## config.mk

```make
export PLATFORM = sky130hd
export DESIGN_NAME = owned_down_timer_bank_top_flat
export DESIGN_NICKNAME = d
export VERILOG_FILES = /design/src/rtl/odtb_pkg.sv /design/src/rtl/odtb_req_if.sv /design/src/rtl/odtb_rsp_if.sv /design/src/rtl/owned_down_timer_bank_top.sv /design/src/rtl/odtb_cell.sv /design/src/flat_wrapper.sv
export SDC_FILE = /design/constraint.sdc
export NUM_CORES = 2
export LEC_CHECK = 0
export BUFFER_PORTS_ARGS = -buffer_cell sky130_fd_sc_hd__buf_2
export CELL_PAD_IN_SITES_DETAIL_PLACEMENT = 1
export CELL_PAD_IN_SITES_GLOBAL_PLACEMENT = 2
export CORE_ASPECT_RATIO = 1.1
export CORE_MARGIN = 2
export CORE_UTILIZATION = 45
export CTS_CLUSTER_DIAMETER = 30
export DETAILED_ROUTE_END_ITERATION = 8
export PLACE_DENSITY_LB_ADDON = 0.1
export SETUP_SLACK_MARGIN = 0.2
export SLEW_MARGIN = 20
export SYNTH_ARGS = -nofsm -noshare
export SYNTH_HDL_FRONTEND = slang
export SYNTH_HIERARCHICAL = 1
export SYNTH_SLANG_ARGS = --single-unit
```

## constraint.sdc

```tcl
create_clock -name clk -period 6.3 [get_ports clk]
set_input_delay 0.315 -clock clk [delete_from_list [all_inputs] [get_ports clk]]
set_output_delay 0.315 -clock clk [all_outputs]
set_load 0.05 [all_outputs]
```

## src/rtl/odtb_pkg.sv

```systemverilog
// ----------------------------------------------------------------------------
// odtb_pkg
// Shared types and constants for the owned down-timer bank.
// ----------------------------------------------------------------------------
package odtb_pkg;

	// default number of timer slots
	localparam int unsigned SLOTS_DEF = 16;

	localparam int unsigned ACTION_W = 3;
	localparam int unsigned ID_W     = 32;
	localparam int unsigned SLOT_W   = 8;
	localparam int unsigned COUNT_W  = 32;

	// action codes; the remaining codes are rejected
	typedef enum logic [ACTION_W-1:0] {
		ACT_TICK   = 3'd0,
		ACT_ADD    = 3'd1,
		ACT_REMOVE = 3'd2,
		ACT_SET    = 3'd3,
		ACT_QUERY  = 3'd4
	} action_t;

	// command token walking down the cell chain, with its partial result
	typedef struct packed {
		logic [ACTION_W-1:0] action;
		logic [ID_W-1:0]     owner_id;
		logic [SLOT_W-1:0]   slot;
		logic [COUNT_W-1:0]  load_value;
		logic                hit;
		logic [SLOT_W-1:0]   slot_out;
		logic [COUNT_W-1:0]  count;
		logic                running;
	} token_t;

endpackage

```

## src/rtl/odtb_req_if.sv

```systemverilog
// ----------------------------------------------------------------------------
// odtb_req_if
// Command channel of the timer bank: valid/ready with the command payload.
// ----------------------------------------------------------------------------
interface odtb_req_if;
	logic                            valid;
	logic                            ready;
	logic [odtb_pkg::ACTION_W-1:0]   action;
	logic [odtb_pkg::ID_W-1:0]       owner_id;
	logic [odtb_pkg::SLOT_W-1:0]     slot;
	logic [odtb_pkg::COUNT_W-1:0]    load_value;

	modport source (output valid, action, owner_id, slot, load_value, input ready);
	modport sink   (input valid, action, owner_id, slot, load_value, output ready);
endinterface

```

## src/rtl/odtb_rsp_if.sv

```systemverilog
// ----------------------------------------------------------------------------
// odtb_rsp_if
// Response channel of the timer bank: valid/ready with the result payload.
// ----------------------------------------------------------------------------
interface odtb_rsp_if;
	logic                            valid;
	logic                            ready;
	logic                            status;
	logic [odtb_pkg::SLOT_W-1:0]     slot_out;
	logic [odtb_pkg::COUNT_W-1:0]    count;
	logic                            running;

	modport source (output valid, status, slot_out, count, running, input ready);
	modport sink   (input valid, status, slot_out, count, running, output ready);
endinterface

```

## src/rtl/owned_down_timer_bank_top.sv

```systemverilog
// ----------------------------------------------------------------------------
// owned_down_timer_bank_top
// Bank of SLOTS owned down-counting timers built as a chain of slot cells.
// ----------------------------------------------------------------------------
// Usage:
//   req carries one command per transfer: tick, add, remove, set or query,
//   with owner id, slot index and load value. rsp returns exactly one
//   result per command: status, claimed slot, counter and running flag.
//   A command enters cell 0 on its transfer and moves one cell per cycle while
//   the chain is not stalled; each cell applies it to its own slot (the first
//   free cell claims an add). The token passes through every cell register and
//   then lands in the output register; req.ready returns in the same cycle
//   that the result lands there. A single command is in the chain at a time:
//   req.ready is low from the transfer until the token leaves the last cell.
//   A finished result waits in the output register while rsp is stalled, and
//   the next command may already be taken and walk the chain; it then waits
//   in the last cell until the output register frees.
//   Reset clears every owner id (all slots free), all counters and all
//   handshake state.
// ----------------------------------------------------------------------------
module owned_down_timer_bank_top #(
	parameter int unsigned SLOTS = odtb_pkg::SLOTS_DEF
) (
	input  logic    clk,
	input  logic    arst_n,
	odtb_req_if.sink   req,
	odtb_rsp_if.source rsp
);

	logic             vld_chain [0:SLOTS];
	odtb_pkg::token_t tok_chain [0:SLOTS];
	logic             adv;
	logic             busy_q;
	logic             accept;
	logic             pop;
	logic             rsp_vld_q;
	logic             rsp_status_q;
	logic [odtb_pkg::SLOT_W-1:0]  rsp_slot_q;
	logic [odtb_pkg::COUNT_W-1:0] rsp_count_q;
	logic                         rsp_running_q;
	logic                         last_status;
	odtb_pkg::token_t             last_tok;

	// request side
	assign req.ready = !busy_q;
	assign accept    = req.valid && !busy_q;

	// token entering the chain
	assign vld_chain[0]            = accept;
	assign tok_chain[0].action     = req.action;
	assign tok_chain[0].owner_id   = req.owner_id;
	assign tok_chain[0].slot       = req.slot;
	assign tok_chain[0].load_value = req.load_value;
	assign tok_chain[0].hit        = 1'b0;
	assign tok_chain[0].slot_out   = '0;
	assign tok_chain[0].count      = '0;
	assign tok_chain[0].running    = 1'b0;

	// chain moves unless the last token is blocked by a full output register
	assign pop = vld_chain[SLOTS] && (!rsp_vld_q || rsp.ready);
	assign adv = !(vld_chain[SLOTS] && rsp_vld_q && !rsp.ready);

	// row of slot cells
	for (genvar g = 0; g < SLOTS; g++) begin : g_cell
		odtb_cell #(
			.IDX (g)
		) u_cell (
			.clk     (clk),
			.arst_n  (arst_n),
			.adv     (adv),
			.in_vld  (vld_chain[g]),
			.in_tok  (tok_chain[g]),
			.out_vld (vld_chain[g+1]),
			.out_tok (tok_chain[g+1])
		);
	end

	// one command in flight
	always_ff @(posedge clk or negedge arst_n) begin
		if (!arst_n) begin
			busy_q <= 1'b0;
		end else if (accept) begin
			busy_q <= 1'b1;
		end else if (pop) begin
			busy_q <= 1'b0;
		end
	end

	// final status from the action and whether any cell acted
	assign last_tok = tok_chain[SLOTS];
	always_comb begin
		case (last_tok.action) inside
			odtb_pkg::ACT_TICK: last_status = 1'b0;
			odtb_pkg::ACT_ADD, odtb_pkg::ACT_REMOVE,
			odtb_pkg::ACT_SET, odtb_pkg::ACT_QUERY: last_status = !last_tok.hit;
			default: last_status = 1'b1;
		endcase
	end

	// output register valid
	always_ff @(posedge clk or negedge arst_n) begin
		if (!arst_n) begin
			rsp_vld_q <= 1'b0;
		end else if (pop) begin
			rsp_vld_q <= 1'b1;
		end else if (rsp.ready) begin
			rsp_vld_q <= 1'b0;
		end
	end

	// output register payload
	always_ff @(posedge clk) begin
		if (pop) begin
			rsp_status_q  <= last_status;
			rsp_slot_q    <= last_tok.slot_out;
			rsp_count_q   <= last_tok.count;
			rsp_running_q <= last_tok.running;
		end
	end

	assign rsp.valid    = rsp_vld_q;
	assign rsp.status   = rsp_status_q;
	assign rsp.slot_out = rsp_slot_q;
	assign rsp.count    = rsp_count_q;
	assign rsp.running  = rsp_running_q;

endmodule

```

## src/rtl/odtb_cell.sv

```systemverilog
// ----------------------------------------------------------------------------
// odtb_cell
// One timer slot: owner id and down counter, applies the passing command
// token to its own slot and hands the updated token to the next cell.
// ----------------------------------------------------------------------------
module odtb_cell #(
	parameter int unsigned IDX = 0
) (
	input  logic             clk,
	input  logic             arst_n,
	input  logic             adv,
	input  logic             in_vld,
	input  odtb_pkg::token_t in_tok,
	output logic             out_vld,
	output odtb_pkg::token_t out_tok
);

	localparam logic [odtb_pkg::SLOT_W-1:0] MY_IDX = odtb_pkg::SLOT_W'(IDX);

	logic [odtb_pkg::ID_W-1:0]    owner_q;
	logic [odtb_pkg::COUNT_W-1:0] cnt_q;
	logic                         vld_q;
	odtb_pkg::token_t             tok_q;

	logic [odtb_pkg::ID_W-1:0]    owner_nxt;
	logic [odtb_pkg::COUNT_W-1:0] cnt_nxt;
	odtb_pkg::token_t             tok_nxt;
	logic                         owns;

	// slot addressed and owned by a nonzero id
	assign owns = (in_tok.slot == MY_IDX) && (in_tok.owner_id != '0)
		&& (owner_q == in_tok.owner_id);

	// apply the command to this slot
	always_comb begin
		owner_nxt = owner_q;
		cnt_nxt   = cnt_q;
		tok_nxt   = in_tok;
		case (odtb_pkg::action_t'(in_tok.action))
			odtb_pkg::ACT_TICK: begin
				if (owner_q != '0 && cnt_q != '0)
					cnt_nxt = cnt_q - odtb_pkg::COUNT_W'(1);
			end
			odtb_pkg::ACT_ADD: begin
				if (!in_tok.hit && in_tok.owner_id != '0 && owner_q == '0) begin
					owner_nxt        = in_tok.owner_id;
					cnt_nxt          = '0;
					tok_nxt.hit      = 1'b1;
					tok_nxt.slot_out = MY_IDX;
				end
			end
			odtb_pkg::ACT_REMOVE: begin
				if (owns) begin
					owner_nxt   = '0;
					tok_nxt.hit = 1'b1;
				end
			end
			odtb_pkg::ACT_SET: begin
				if (owns) begin
					cnt_nxt     = in_tok.load_value;
					tok_nxt.hit = 1'b1;
				end
			end
			odtb_pkg::ACT_QUERY: begin
				if (owns) begin
					tok_nxt.count   = cnt_q;
					tok_nxt.running = (cnt_q != '0);
					tok_nxt.hit     = 1'b1;
				end
			end
			default: begin
			end
		endcase
	end

	// slot state
	always_ff @(posedge clk or negedge arst_n) begin
		if (!arst_n) begin
			owner_q <= '0;
			cnt_q   <= '0;
		end else if (adv && in_vld) begin
			owner_q <= owner_nxt;
			cnt_q   <= cnt_nxt;
		end
	end

	// token valid
	always_ff @(posedge clk or negedge arst_n) begin
		if (!arst_n) begin
			vld_q <= 1'b0;
		end else if (adv) begin
			vld_q <= in_vld;
		end
	end

	// token payload
	always_ff @(posedge clk) begin
		if (adv && in_vld)
			tok_q <= tok_nxt;
	end

	assign out_vld = vld_q;
	assign out_tok = tok_q;

endmodule
```

## src/flat_wrapper.sv

```systemverilog
// flat-port wrapper written by rule: the top's interface ports become plain ports
module owned_down_timer_bank_top_flat 
#(
	parameter int unsigned SLOTS = odtb_pkg::SLOTS_DEF
)
  (clk, arst_n, req_valid, req_action, req_owner_id, req_slot, req_load_value, req_ready, rsp_valid, rsp_status, rsp_slot_out, rsp_count, rsp_running, rsp_ready);
  odtb_req_if req_i ();
  odtb_rsp_if rsp_i ();
  input  logic clk;
  input  logic arst_n;
  input wire logic [$bits(req_i.valid)-1:0] req_valid;
  input wire logic [$bits(req_i.action)-1:0] req_action;
  input wire logic [$bits(req_i.owner_id)-1:0] req_owner_id;
  input wire logic [$bits(req_i.slot)-1:0] req_slot;
  input wire logic [$bits(req_i.load_value)-1:0] req_load_value;
  output wire logic [$bits(req_i.ready)-1:0] req_ready;
  output wire logic [$bits(rsp_i.valid)-1:0] rsp_valid;
  output wire logic [$bits(rsp_i.status)-1:0] rsp_status;
  output wire logic [$bits(rsp_i.slot_out)-1:0] rsp_slot_out;
  output wire logic [$bits(rsp_i.count)-1:0] rsp_count;
  output wire logic [$bits(rsp_i.running)-1:0] rsp_running;
  input wire logic [$bits(rsp_i.ready)-1:0] rsp_ready;
  assign req_i.valid = req_valid;
  assign req_i.action = req_action;
  assign req_i.owner_id = req_owner_id;
  assign req_i.slot = req_slot;
  assign req_i.load_value = req_load_value;
  assign req_ready = req_i.ready;
  assign rsp_valid = rsp_i.valid;
  assign rsp_status = rsp_i.status;
  assign rsp_slot_out = rsp_i.slot_out;
  assign rsp_count = rsp_i.count;
  assign rsp_running = rsp_i.running;
  assign rsp_i.ready = rsp_ready;
  owned_down_timer_bank_top #(.SLOTS(SLOTS)) u_core (.clk(clk), .arst_n(arst_n), .req(req_i), .rsp(rsp_i));
endmodule
```

==> out/qor.csv <==
metric,value,unit
CP Buf/Inv Count,0,
WL final,351000,um
WS Path Type,flip-flop to flip-flop,
first-pass GRT wire length,547000,um
clock sink total,2884,
Clk pwr share,0.586,
Congestion Overflow GR,0,
Most common cell on crit path,nor4_1,
Rows,203,
crit-path max FO,34,
measured slew at the worst slew-check pin,1170,ps
1st-iter DRT viols,4460,
crit path DAT,4830,ps
Total GRT Usage,0.245,
Post-Synthesis Cells,9470,
CP endpoint kind,flip-flop,
Vert. Die Dim,559,um
depth of the most critical reg-to-reg path,6,
internal power,42.8,mW
number of CTS-inserted buffers,599,
DP Wirelength,251000,um
CTS tree,yes,
Tmin final,4080,ps
ANT nets after route,0,
logic gate share of total power,0.032,
root buf cell,clkbuf_16,
period utilisation layout,0.647,
syn_area_per_cell,13.3,sq um
DR pass1 iterations,5,
fraction of layout cells with a size suffix above 1,0.186,
CTS hold repair buffers,96,
largest net degree at the start of global routing,148,
Vias,83400,
die area,284000,sq um
Fin. Hold Viols,0,
vias in the first global route,92500,
multi-input logic area,41600,sq um
"CP delay by family, top",simple AND/OR/NAND/NOR gates,
filler instances,26800,
"leading cell types in the layout, fill and taps excluded","1842 x edfxtp_1, 1042 x dfrtp_1, 606 x clkbuf_16, 550 x nor4_1, 515 x o21ai_0",
number of synthesis warnings,6,
CP Depth,6,
post_cts resized,0,
utilization after layout,0.547,
post-CTS setup buffers,0,
Hold/Removal Path Class,primary input to flip-flop,
RSZ-0062 raised after global routing,no,
average wire per standard cell,24.8,um
clock latency at the later pin of the worst-skew pair,1020,ps
drc violations,0,
Final Wtd Congestion,0.991,
"leading cell type in the layout, fill and taps excluded",edfxtp_1,
Worst setup SP type,flip-flop,
LEAKAGE,56.6,nW
Reg power frac,0.381,
initial antenna violation count,2,
sequential cell area,81400,sq um
Critical Path Max Stage Delay,860,ps
setup_tns,0,ps
Sw Pwr,12.1,mW
port buffer count,122,
Rel. slew slack,0.213,
max_cap viols,0,
io pins,123,
Sw Ratio,0.221,
outcome,"finished, final reports clean",
Initial Util,0.453,
Peak VDD IR,0.273,mV
Slowest cell on crit path,nand3_2,
drt via density,5.89,
CP required,7050,ps
PwrDens,361,nW/um^2
H-tree lvl count,6,
Placeable Area,278000,sq um
area added between synthesis and finish,20.9,%
worst-path cell chain,xor2_1 -> nor4_1 -> nand4_1 -> nor4_1 -> nand3_2 -> mux2_2,
Die X,508,um
clk buf depth,4,
synthesized area,126000,sq um
final setup vio count,0,
Final nets,10100,
Worst Skew,57.2,ps
Hold Path Depth,2,
max-slew violations,0,
Max Freq,0.245,GHz
Clock transition at path regs,50,ps
## power by group through the flow
| stage | clock network, mW | registers (mW) | logic, mW |
|---|---|---|---|
| finish | 32.2 | 20.9 | 1.78 |
| global route | 33.8 | 21.0 | 1.94 |
| CTS | 32.9 | 20.9 | 1.79 |
| detailed placement | 0 | 21.2 | 1.73 |
| global placement | 0 | 21.2 | 1.69 |
| floorplan | 0 | 21.1 | 1.05 |
## path summary, 6_finish.rpt
path,from,end,slack (ps)
max in group asynchronous,arst_n,u_core/g_cell[9].u_cell/cnt_q[27],3860
min in group asynchronous,arst_n,u_core/g_cell[13].u_cell/owner_q[15],540
worst max-delay path,u_core/g_cell[13].u_cell/out_tok[110],u_core/g_cell[14].u_cell/out_tok[20],2220
worst min-delay path,req_load_value[23],u_core/g_cell[0].u_cell/out_tok[65],80
worst max register to register,u_core/g_cell[13].u_cell/out_tok[110],u_core/g_cell[14].u_cell/out_tok[20],2220
worst min register to register,u_core/g_cell[15].u_cell/out_tok[24],u_core/rsp.count[23],420
## per-stage QoR
step	hold slack, ps	worst slack, ps	power, mW	instance area (sq um)	instances
detailed placement	406	2210	23.0	130000	13000
global route	18.7	2040	56.7	152000	14200
CTS	0.820	2190	55.6	152000	14200
floorplan	19.4	1630	22.2	126000	9512
global placement	404	2220	22.9	130000	13000
finish	77.4	2220	54.9	152000	14200
## flip-flops by register name, summed over array words and instances (netlist names)
register / flops
u_core/rsp.count: 32
u_core/g_cell.u_cell/out_vld: 16
u_core/g_cell.u_cell/cnt_q: 512
u_core/rsp.slot_out: 8
u_core/g_cell.u_cell/out_tok: 1800
u_core/rsp.running: 1
u_core/g_cell.u_cell/owner_q: 512
u_core/busy_q: 1
u_core/rsp.valid: 1
u_core/rsp.status: 1
## metal layers
layer | vias to the layer above | part of all wire | global-route usage
li1 | 38300 | - | -
met3 | 1108 | 0.030 | 0.0331
met1 | 41900 | 0.36 | 0.253
met5 | - | 0 | 0
met4 | 0 | 0.073 | 0.170
met2 | 2084 | 0.53 | 0.456
## final cells by class
cell class | instances | share of cell area
Multi-Input combinational cell | 5897 | 0.274
Inverter | 219 | 0.00565
Timing Repair Buffer | 361 | 0.0179
Sequential cell | 2884 | 0.535
Tap cell | 3690 | 0.0303
Clock inverter | 388 | 0.0333
Clock buffer | 729 | 0.105
Antenna cell | 1 | 0.0000164
Note: power is estimated with default switching activity, not from simulation.
